## config.mk

```make
export PLATFORM = sky130hd
export DESIGN_NAME = binary_arithmetic_decoder_unit
export DESIGN_NICKNAME = d
export VERILOG_FILES = /design/src/bad_pkg.sv /design/src/bad_step.sv /design/src/binary_arithmetic_decoder_unit.sv
export SDC_FILE = /design/constraint.sdc
export NUM_CORES = 2
export LEC_CHECK = 0
export BUFFER_PORTS_ARGS = -buffer_cell sky130_fd_sc_hd__buf_2
export CAP_MARGIN = 20
export CORE_UTILIZATION = 50
export DETAILED_ROUTE_END_ITERATION = 6
export GPL_TIMING_DRIVEN = 0
export HOLD_SLACK_MARGIN = 0.02
export PLACE_DENSITY = 0.72
export SLEW_MARGIN = 20
export SYNTH_ARGS = -nofsm -noshare
export SYNTH_HDL_FRONTEND = slang
export SYNTH_HIERARCHICAL = 1
export SYNTH_SLANG_ARGS = --single-unit
```

## constraint.sdc

```tcl
create_clock -name clk -period 18.4 [get_ports clk]
set_clock_uncertainty 0.05 [all_clocks]
set_input_delay 1.84 -clock clk [delete_from_list [all_inputs] [get_ports clk]]
set_output_delay 1.84 -clock clk [all_outputs]
set_load 0.03 [all_outputs]
```

## src/bad_pkg.sv

```systemverilog
// Shared types and constants for the binary arithmetic decoder.
// No dependencies; used by bad_step and binary_arithmetic_decoder_unit.
`timescale 1ns / 1ps
`default_nettype none

package bad_pkg;

  localparam int unsigned WordWidth = 32;
  localparam int unsigned ProbWidth = 16;
  localparam int unsigned OwedWidth = 3;

  localparam logic [OwedWidth-1:0] MaxOwed = 3'd4;
  localparam logic [WordWidth-1:0] AllOnes = 32'hFFFF_FFFF;
  localparam logic [ProbWidth-1:0] MinProb = 16'd1;

  typedef enum logic {
    KIND_BYTE   = 1'b0,
    KIND_DECODE = 1'b1
  } kind_t;

  typedef struct packed {
    kind_t                kind;
    logic [7:0]           code_byte;
    logic [ProbWidth-1:0] probability;
  } item_t;

  typedef struct packed {
    logic [WordWidth-1:0] low_bound;
    logic [WordWidth-1:0] high_bound;
    logic [WordWidth-1:0] code_value;
    logic [OwedWidth-1:0] owed_bytes;
  } state_t;

  typedef struct packed {
    logic                 decoded_bit;
    logic [OwedWidth-1:0] bytes_wanted;
    logic                 rejected;
  } result_t;

endpackage

`default_nettype wire

```

## src/bad_step.sv

```systemverilog
// Combinational step of the decoder: one transaction applied to the current state.
// Depends on bad_pkg for the item, state and result types.
`timescale 1ns / 1ps
`default_nettype none

module bad_step (
  input  bad_pkg::item_t   item,
  input  bad_pkg::state_t  state,
  output bad_pkg::state_t  state_next,
  output bad_pkg::result_t result
);
  import bad_pkg::*;

  logic [ProbWidth-1:0] prob;
  logic [WordWidth-1:0] range;
  logic [WordWidth-1:0] prod_hi;
  logic [WordWidth-1:0] prod_lo;
  logic [WordWidth-1:0] xmid;
  logic                 bit_one;
  logic [WordWidth-1:0] low_cut;
  logic [WordWidth-1:0] high_cut;
  logic [WordWidth-1:0] diff;
  logic [OwedWidth-1:0] shifts;
  logic [5:0]           shift_amt;

  assign prob    = (item.probability == '0) ? MinProb : item.probability;
  assign range   = state.high_bound - state.low_bound;
  assign prod_hi = {16'b0, range[31:16]} * {16'b0, prob};
  assign prod_lo = {16'b0, range[15:0]} * {16'b0, prob};
  assign xmid    = state.low_bound + prod_hi + {16'b0, prod_lo[31:16]};
  assign bit_one = (state.code_value <= xmid);

  assign low_cut  = bit_one ? state.low_bound : xmid + 32'd1;
  assign high_cut = bit_one ? xmid : state.high_bound;
  assign diff     = low_cut ^ high_cut;

  // The shift count is the number of leading bytes that the bounds share.
  always_comb begin
    if (diff[31:24] != '0) begin
      shifts = 3'd0;
    end else if (diff[23:16] != '0) begin
      shifts = 3'd1;
    end else if (diff[15:8] != '0) begin
      shifts = 3'd2;
    end else if (diff[7:0] != '0) begin
      shifts = 3'd3;
    end else begin
      shifts = MaxOwed;
    end
  end

  assign shift_amt = {shifts, 3'b000};

  always_comb begin
    state_next         = state;
    result.decoded_bit = 1'b0;
    result.bytes_wanted = state.owed_bytes;
    result.rejected    = 1'b0;
    case (item.kind)
      KIND_BYTE: begin
        if (state.owed_bytes == '0) begin
          result.rejected = 1'b1;
        end else begin
          state_next.code_value = {state.code_value[23:0], item.code_byte};
          state_next.owed_bytes = state.owed_bytes - 3'd1;
          result.bytes_wanted   = state.owed_bytes - 3'd1;
        end
      end
      KIND_DECODE: begin
        if (state.owed_bytes != '0) begin
          result.rejected = 1'b1;
        end else begin
          state_next.low_bound  = low_cut << shift_amt;
          state_next.high_bound = (high_cut << shift_amt) | ~(AllOnes << shift_amt);
          state_next.owed_bytes = shifts;
          result.decoded_bit    = bit_one;
          result.bytes_wanted   = shifts;
        end
      end
      default: begin
        result.rejected = 1'b1;
      end
    endcase
  end

endmodule

`default_nettype wire

```

## src/binary_arithmetic_decoder_unit.sv

```systemverilog
// Top level of the carryless 32-bit binary arithmetic decoder.
// Depends on bad_pkg and bad_step.
//
// Usage: each input transaction is either a code byte (kind 0) or a request
// to decode one bit with a 16-bit probability of a one (kind 1). Every input
// transaction yields exactly one output transaction carrying decoded_bit,
// bytes_wanted and rejected, in order.
// Both channels use valid and ready. An accepted transaction lands in an input
// register; when the output register is empty or being taken, the step logic
// applies it to the interval state and loads the output register. One
// transaction is taken per cycle when the receiver keeps up; the rate is set by
// the combinational interval update, which holds two 16x16 multiplies, a 32-bit
// add and compare and the byte shift.
// After reset the interval is [0, 0xFFFFFFFF], the code value is zero, four
// code bytes are owed, and both registers are empty.
// When the receiver stalls, the output register holds its result, the input
// register keeps the next transaction, and in_ready then drops until the
// output is taken.
`timescale 1ns / 1ps
`default_nettype none

module binary_arithmetic_decoder_unit (
  input  logic                          clk,
  input  logic                          rst,
  input  logic                          in_valid,
  output logic                          in_ready,
  input  logic                          kind,
  input  logic [7:0]                    code_byte,
  input  logic [bad_pkg::ProbWidth-1:0] probability,
  output logic                          out_valid,
  input  logic                          out_ready,
  output logic                          decoded_bit,
  output logic [bad_pkg::OwedWidth-1:0] bytes_wanted,
  output logic                          rejected
);
  import bad_pkg::*;

  logic    in_full;
  item_t   in_item;
  state_t  state;
  state_t  state_next;
  result_t step_result;
  result_t out_result;
  logic    advance;

  assign advance  = in_full && (!out_valid || out_ready);
  assign in_ready = !in_full || advance;

  bad_step u_step (
    .item       (in_item),
    .state      (state),
    .state_next (state_next),
    .result     (step_result)
  );

  always_ff @(posedge clk) begin
    if (rst) begin
      in_full <= 1'b0;
    end else if (in_ready) begin
      in_full <= in_valid;
    end
  end

  always_ff @(posedge clk) begin
    if (in_valid && in_ready) begin
      in_item.kind        <= kind_t'(kind);
      in_item.code_byte   <= code_byte;
      in_item.probability <= probability;
    end
  end

  always_ff @(posedge clk) begin
    if (rst) begin
      state.low_bound  <= '0;
      state.high_bound <= AllOnes;
      state.code_value <= '0;
      state.owed_bytes <= MaxOwed;
    end else if (advance) begin
      state <= state_next;
    end
  end

  always_ff @(posedge clk) begin
    if (rst) begin
      out_valid <= 1'b0;
    end else if (advance) begin
      out_valid <= 1'b1;
    end else if (out_ready) begin
      out_valid <= 1'b0;
    end
  end

  always_ff @(posedge clk) begin
    if (advance) begin
      out_result <= step_result;
    end
  end

  assign decoded_bit  = out_result.decoded_bit;
  assign bytes_wanted = out_result.bytes_wanted;
  assign rejected     = out_result.rejected;

`ifndef NO_ASSERTIONS
  a_bounds_ordered: assert property (@(posedge clk) disable iff (rst)
    state.low_bound <= state.high_bound)
    else $error("Interval low bound exceeds high bound.");

  a_owed_limit: assert property (@(posedge clk) disable iff (rst)
    state.owed_bytes <= MaxOwed)
    else $error("Owed byte count exceeds four.");

  a_reject_keeps_state: assert property (@(posedge clk) disable iff (rst)
    advance && step_result.rejected |=> $stable(state))
    else $error("A rejected transaction changed the decoder state.");

  a_byte_pays_one: assert property (@(posedge clk) disable iff (rst)
    advance && in_item.kind == KIND_BYTE && !step_result.rejected
    |=> state.owed_bytes == $past(state.owed_bytes) - 3'd1)
    else $error("A code byte did not pay exactly one owed byte.");

  a_stall_holds_input: assert property (@(posedge clk) disable iff (rst)
    in_full && !advance |=> in_full && $stable(in_item))
    else $error("The input register changed while the output was stalled.");
`endif

endmodule

`default_nettype wire

```

==> metrics.md <==
| Metric | Value |
|---|---|
| Outcome | completed |
| Number of flops mapped to enable cells by yosys | 30 |
| Register-to-Register Setup Slack | roughly 0.5 ns |
| Required time of the critical path | ~19 ns |
| Family of cells with the greatest summed delay on the critical path | adder cells |
| Largest net degree at the start of global routing | 18 |
| Worst Path Class, Setup | flip-flop to flip-flop |
| Slowest CP cell | sky130_fd_sc_hd__o41ai_4 |
| First-pass detailed-route iteration total | 7 |
| Final hold violations | 0 |
| WL per Instance | approximately 23 µm |
| Final setup fails | 0 |
| Total count of max-transition violations in the final report | 0 |
| Syn Nets | 4,654 |
| First-pass GRT wire length | 174 mm |
| R2R Path Start | state[36] |
| Post-detailed-routing wire length | roughly 110 mm |
| Final worst path period need | between 15 and 20 ns |
| Worst relative slew slack | 0.232 |
| Via-to-Cell Ratio | between 6 and 7 |
| Number of max-capacitance violations reported | 0 |
| Worst Setup SP | state[36] |
| Proportion of layout cells with a drive suffix above 1 | 0.110 |
| Number of H-tree levels | 4 |
| Synth area leader | sky130_fd_sc_hd__fa_1 |
| Ratio of final minimum period to clock period | 0.973 |
| Post-synthesis xor/xnor area fraction | 0.0355 |
| Combinational family with the most area after synthesis | adder cells |
| Cell type with the highest occurrence count on the critical path | sky130_fd_sc_hd__fa_1 |
| Clock latency of the later-clocked register in the worst-skew pair | approximately 0.47 ns |
| Arrival @ worst endpoint | approximately 18 ns |
| R2R cell count | 75 |
| Total global routing track utilization | 0.344 |
| Count of pins on the block boundary | 36 |
| Average size of a mapped cell | around 8.3 µm² |
| Total number of cells along the worst setup path | 75 |
| Master cell of the clock root buffer | sky130_fd_sc_hd__clkbuf_16 |
| Via Count | about 30,000 |
| CTS Sinks | 131 |
| Min-Delay Path Class | flip-flop to flip-flop |
| Die Ht | around 260 µm |
| GRT Residual Overflow | 0 |
| Number of fill cells | slightly below 6,000 |
| Synthesized-area fraction occupied by ao, oa, aoi and oai cells | 0.111 |
| Number of input and output port buffers inserted | 34 |
| Buf/Inv on CP | 16 |
| Horizontal extent of the die | roughly 260 µm |
| Global-route track usage on met2 | 0.512 |
| Endpoint class of the critical path | flip-flop |
| HPWL after DPL | about 91 mm |
| Basic-gate share of the synthesized area counting and, or, nand and nor cells | 0.217 |
| Routed Antenna Nets | 0 |
| Synthesis warning total | 6 |
| Routing usage on met1 | 0.471 |
| Weighted congestion reported at the end of routability-driven placement | 1.04 |
| Worst slew pin tran | 1.14 ns |
| Starting utilization of the core area | 0.507 |
| Cells after synthesis | between 3,000 and 4,000 |
| Count of distinct cell types in the synthesized netlist | 112 |
| Reg2Reg Capture Point | state[60] |
| Placeable core region | 64,600 µm² |
| Upper clock frequency limit | ~0.056 GHz |
| Total standard cell area after synthesis | approximately 33,000 µm² |
| Portion of synthesized cell area occupied by the leading cell type | 0.266 |
| End point of the critical path | state[60] |
| Type of origin of the critical path | flip-flop |
| Worst stage delay on the critical path | 0.58 ns |
| Number of antenna violations at the first check in global routing | 2 |
| Maximum fanout along the worst path | 10 |
| Setup slack of the critical path after layout | about 0.50 ns |
| Grt peak-use layer | met2 |
| NumNets Final | about 4,800 |
| Setup tns final | 0 ns |
| Leading post-synthesis cells by cell area | sky130_fd_sc_hd__fa_1 (27%), sky130_fd_sc_hd__ha_1 (10%), sky130_fd_sc_hd__inv_1 (6.9%), sky130_fd_sc_hd__dfxtp_1 (6.2%), sky130_fd_sc_hd__mux2i_1 (5.2%) |
| Iter 0 DRT Violations | approximately 3,800 |
| Met3 Use GR | 0.0877 |
| Maximum number of buffers from clock root to sink | 2 |
| Area share of fa/ha/maj cells after synthesis | 0.367 |
| Floorplan die area | roughly 67,000 µm² |
| Synthesis-stage register bit count | 131 |
| Clock tree from TritonCTS | built |
| Worst slack, placed | -4.29 ns |
| Share of synthesized flip-flops with an asynchronous set or reset | 0 |
| Sequential area share after synthesis | 0.0893 |
| Count of standard-cell rows | 93 |
| Area delta synth->final | 10.8% |
| Number of buffers added by the clock tree synthesis step | 17 |
| Clock slew seen by the registers of the worst setup and hold paths | 0.07 ns |
| Antenna diode count | 0 |
| DR DRC count | 0 |
| Via count of the first global-routing pass | 29,223 |
| Ys flop type | sky130_fd_sc_hd__dfxtp_1 |
| Share of cell area taken by muxes after synthesis | 0.0740 |
## worst register-to-register path: cells and delay by family, from the launching register on
kind	cells	cell delay, ns
simple gates	15	2.01
compound gates	25	5.91
flops	1	0.42
fa+ha+maj	15	6.62
xor+xnor	2	0.51
buf+inv	16	1.93
mux	2	0.36
## cell usage in the layout (no fill, tap or decap), drive strengths merged, types with 30 or more instances in the layout
cell	count
a211oi	31
buf	177
xnor2	92
ha	264
nor2b	32
nand3b	31
nor2	178
mux2i	169
edfxtp	30
dfxtp	101
and2	167
clkbuf	213
nor3	74
nand3	93
a21o	40
inv	608
o21ai	107
nand2	443
fa	435
a21oi	114
mux2	65
nand4	38
nand2b	183
## cells by family after synthesis
| kind of cell | Yosys count |
|---|---|
| AND/OR/NAND/NOR | 1376 |
| buffers and inverters | 858 |
| adder cells (fa/ha/maj) | 699 |
| AO/OA/AOI/OAI | 509 |
| multiplexers | 234 |
| flip-flops | 131 |
| XOR/XNOR | 119 |
## cell usage after synthesis (22+ instances only)
library cell	count
sky130_fd_sc_hd__edfxtp_1	30
sky130_fd_sc_hd__nor2_1	178
sky130_fd_sc_hd__ha_1	264
sky130_fd_sc_hd__inv_1	603
sky130_fd_sc_hd__mux2_2	65
sky130_fd_sc_hd__mux2i_1	169
sky130_fd_sc_hd__a211oi_1	29
sky130_fd_sc_hd__dfxtp_1	101
sky130_fd_sc_hd__nor4_1	22
sky130_fd_sc_hd__nand3_1	92
sky130_fd_sc_hd__nand2b_1	183
sky130_fd_sc_hd__nand4_1	37
sky130_fd_sc_hd__nand2_1	440
sky130_fd_sc_hd__a21o_1	40
sky130_fd_sc_hd__and2_1	167
sky130_fd_sc_hd__nand3b_1	31
sky130_fd_sc_hd__nor3_1	71
sky130_fd_sc_hd__xnor2_1	88
sky130_fd_sc_hd__clkbuf_1	202
sky130_fd_sc_hd__and3_1	29
sky130_fd_sc_hd__a21oi_1	112
sky130_fd_sc_hd__o21ai_0	98
sky130_fd_sc_hd__nor2b_1	30
sky130_fd_sc_hd__fa_1	435
## registers in the layout (all words and copies together), names as in the netlist
| signal | flops |
|---|---|
| bytes_wanted | 3 |
| decoded_bit | 1 |
| in_full | 1 |
| in_item | 25 |
| out_valid | 1 |
| rejected | 1 |
| state | 99 |
## worst min-delay path by stage
stage / startpoint / endpoint / slack [ns] / cells past startpoint
2_1_floorplan: state[1] / state[1] / 0.40 / 2
3_3_place_gp: state[95] / state[95] / 0.41 / 2
3_5_place_dp: state[95] / state[95] / 0.42 / 2
4_1_cts: state[95] / state[95] / 0.43 / 2
5_1_grt: state[95] / state[95] / 0.47 / 2
6_report: state[95] / state[95] / 0.42 / 2
## stage by stage
step,hold slack [ns],area [µm²],utilization,std cells
global route,0.474,36300,0.561,4931
floorplan,0.399,32700,-,3926
global placement,0.411,34000,0.526,4815
detailed placement,0.423,34100,0.528,4817
CTS,0.431,35600,0.551,4891
finish,0.424,36300,0.561,4931
## per-layer routing
layer / wire [µm] / part of all wire
met5: 0 / 0
met3: 14300 / 0.12
met1: 46500 / 0.41
met2: 48600 / 0.42
met4: 5370 / 0.047
## repair_timing
| action | CTS | global route |
|---|---|---|
| setup buffers | 43 | 40 |
| gates resized for setup | 145 | 106 |
| pin swaps | 33 | 63 |
| endpoints found under the setup margin | 71 | 71 |
| cloned | 1 | 0 |
| hold buffers | 0 | 0 |
## area by class of cell
class,instances,area (µm²),share of cell area
multi-input cells,2937,27200,0.750
inverters,606,2280,0.0628
plain buffers,250,1370,0.0378
well taps,855,1070,0.0295
flip-flops and latches,131,2930,0.0809
clock buffers,20,447,0.0123
repair buffers,120,856,0.0236
clock inverters,12,108,0.00297
Power is left out: the tool's default activity adds up to more than one toggle a clock period on the data nets, which glitch-free logic cannot reach.
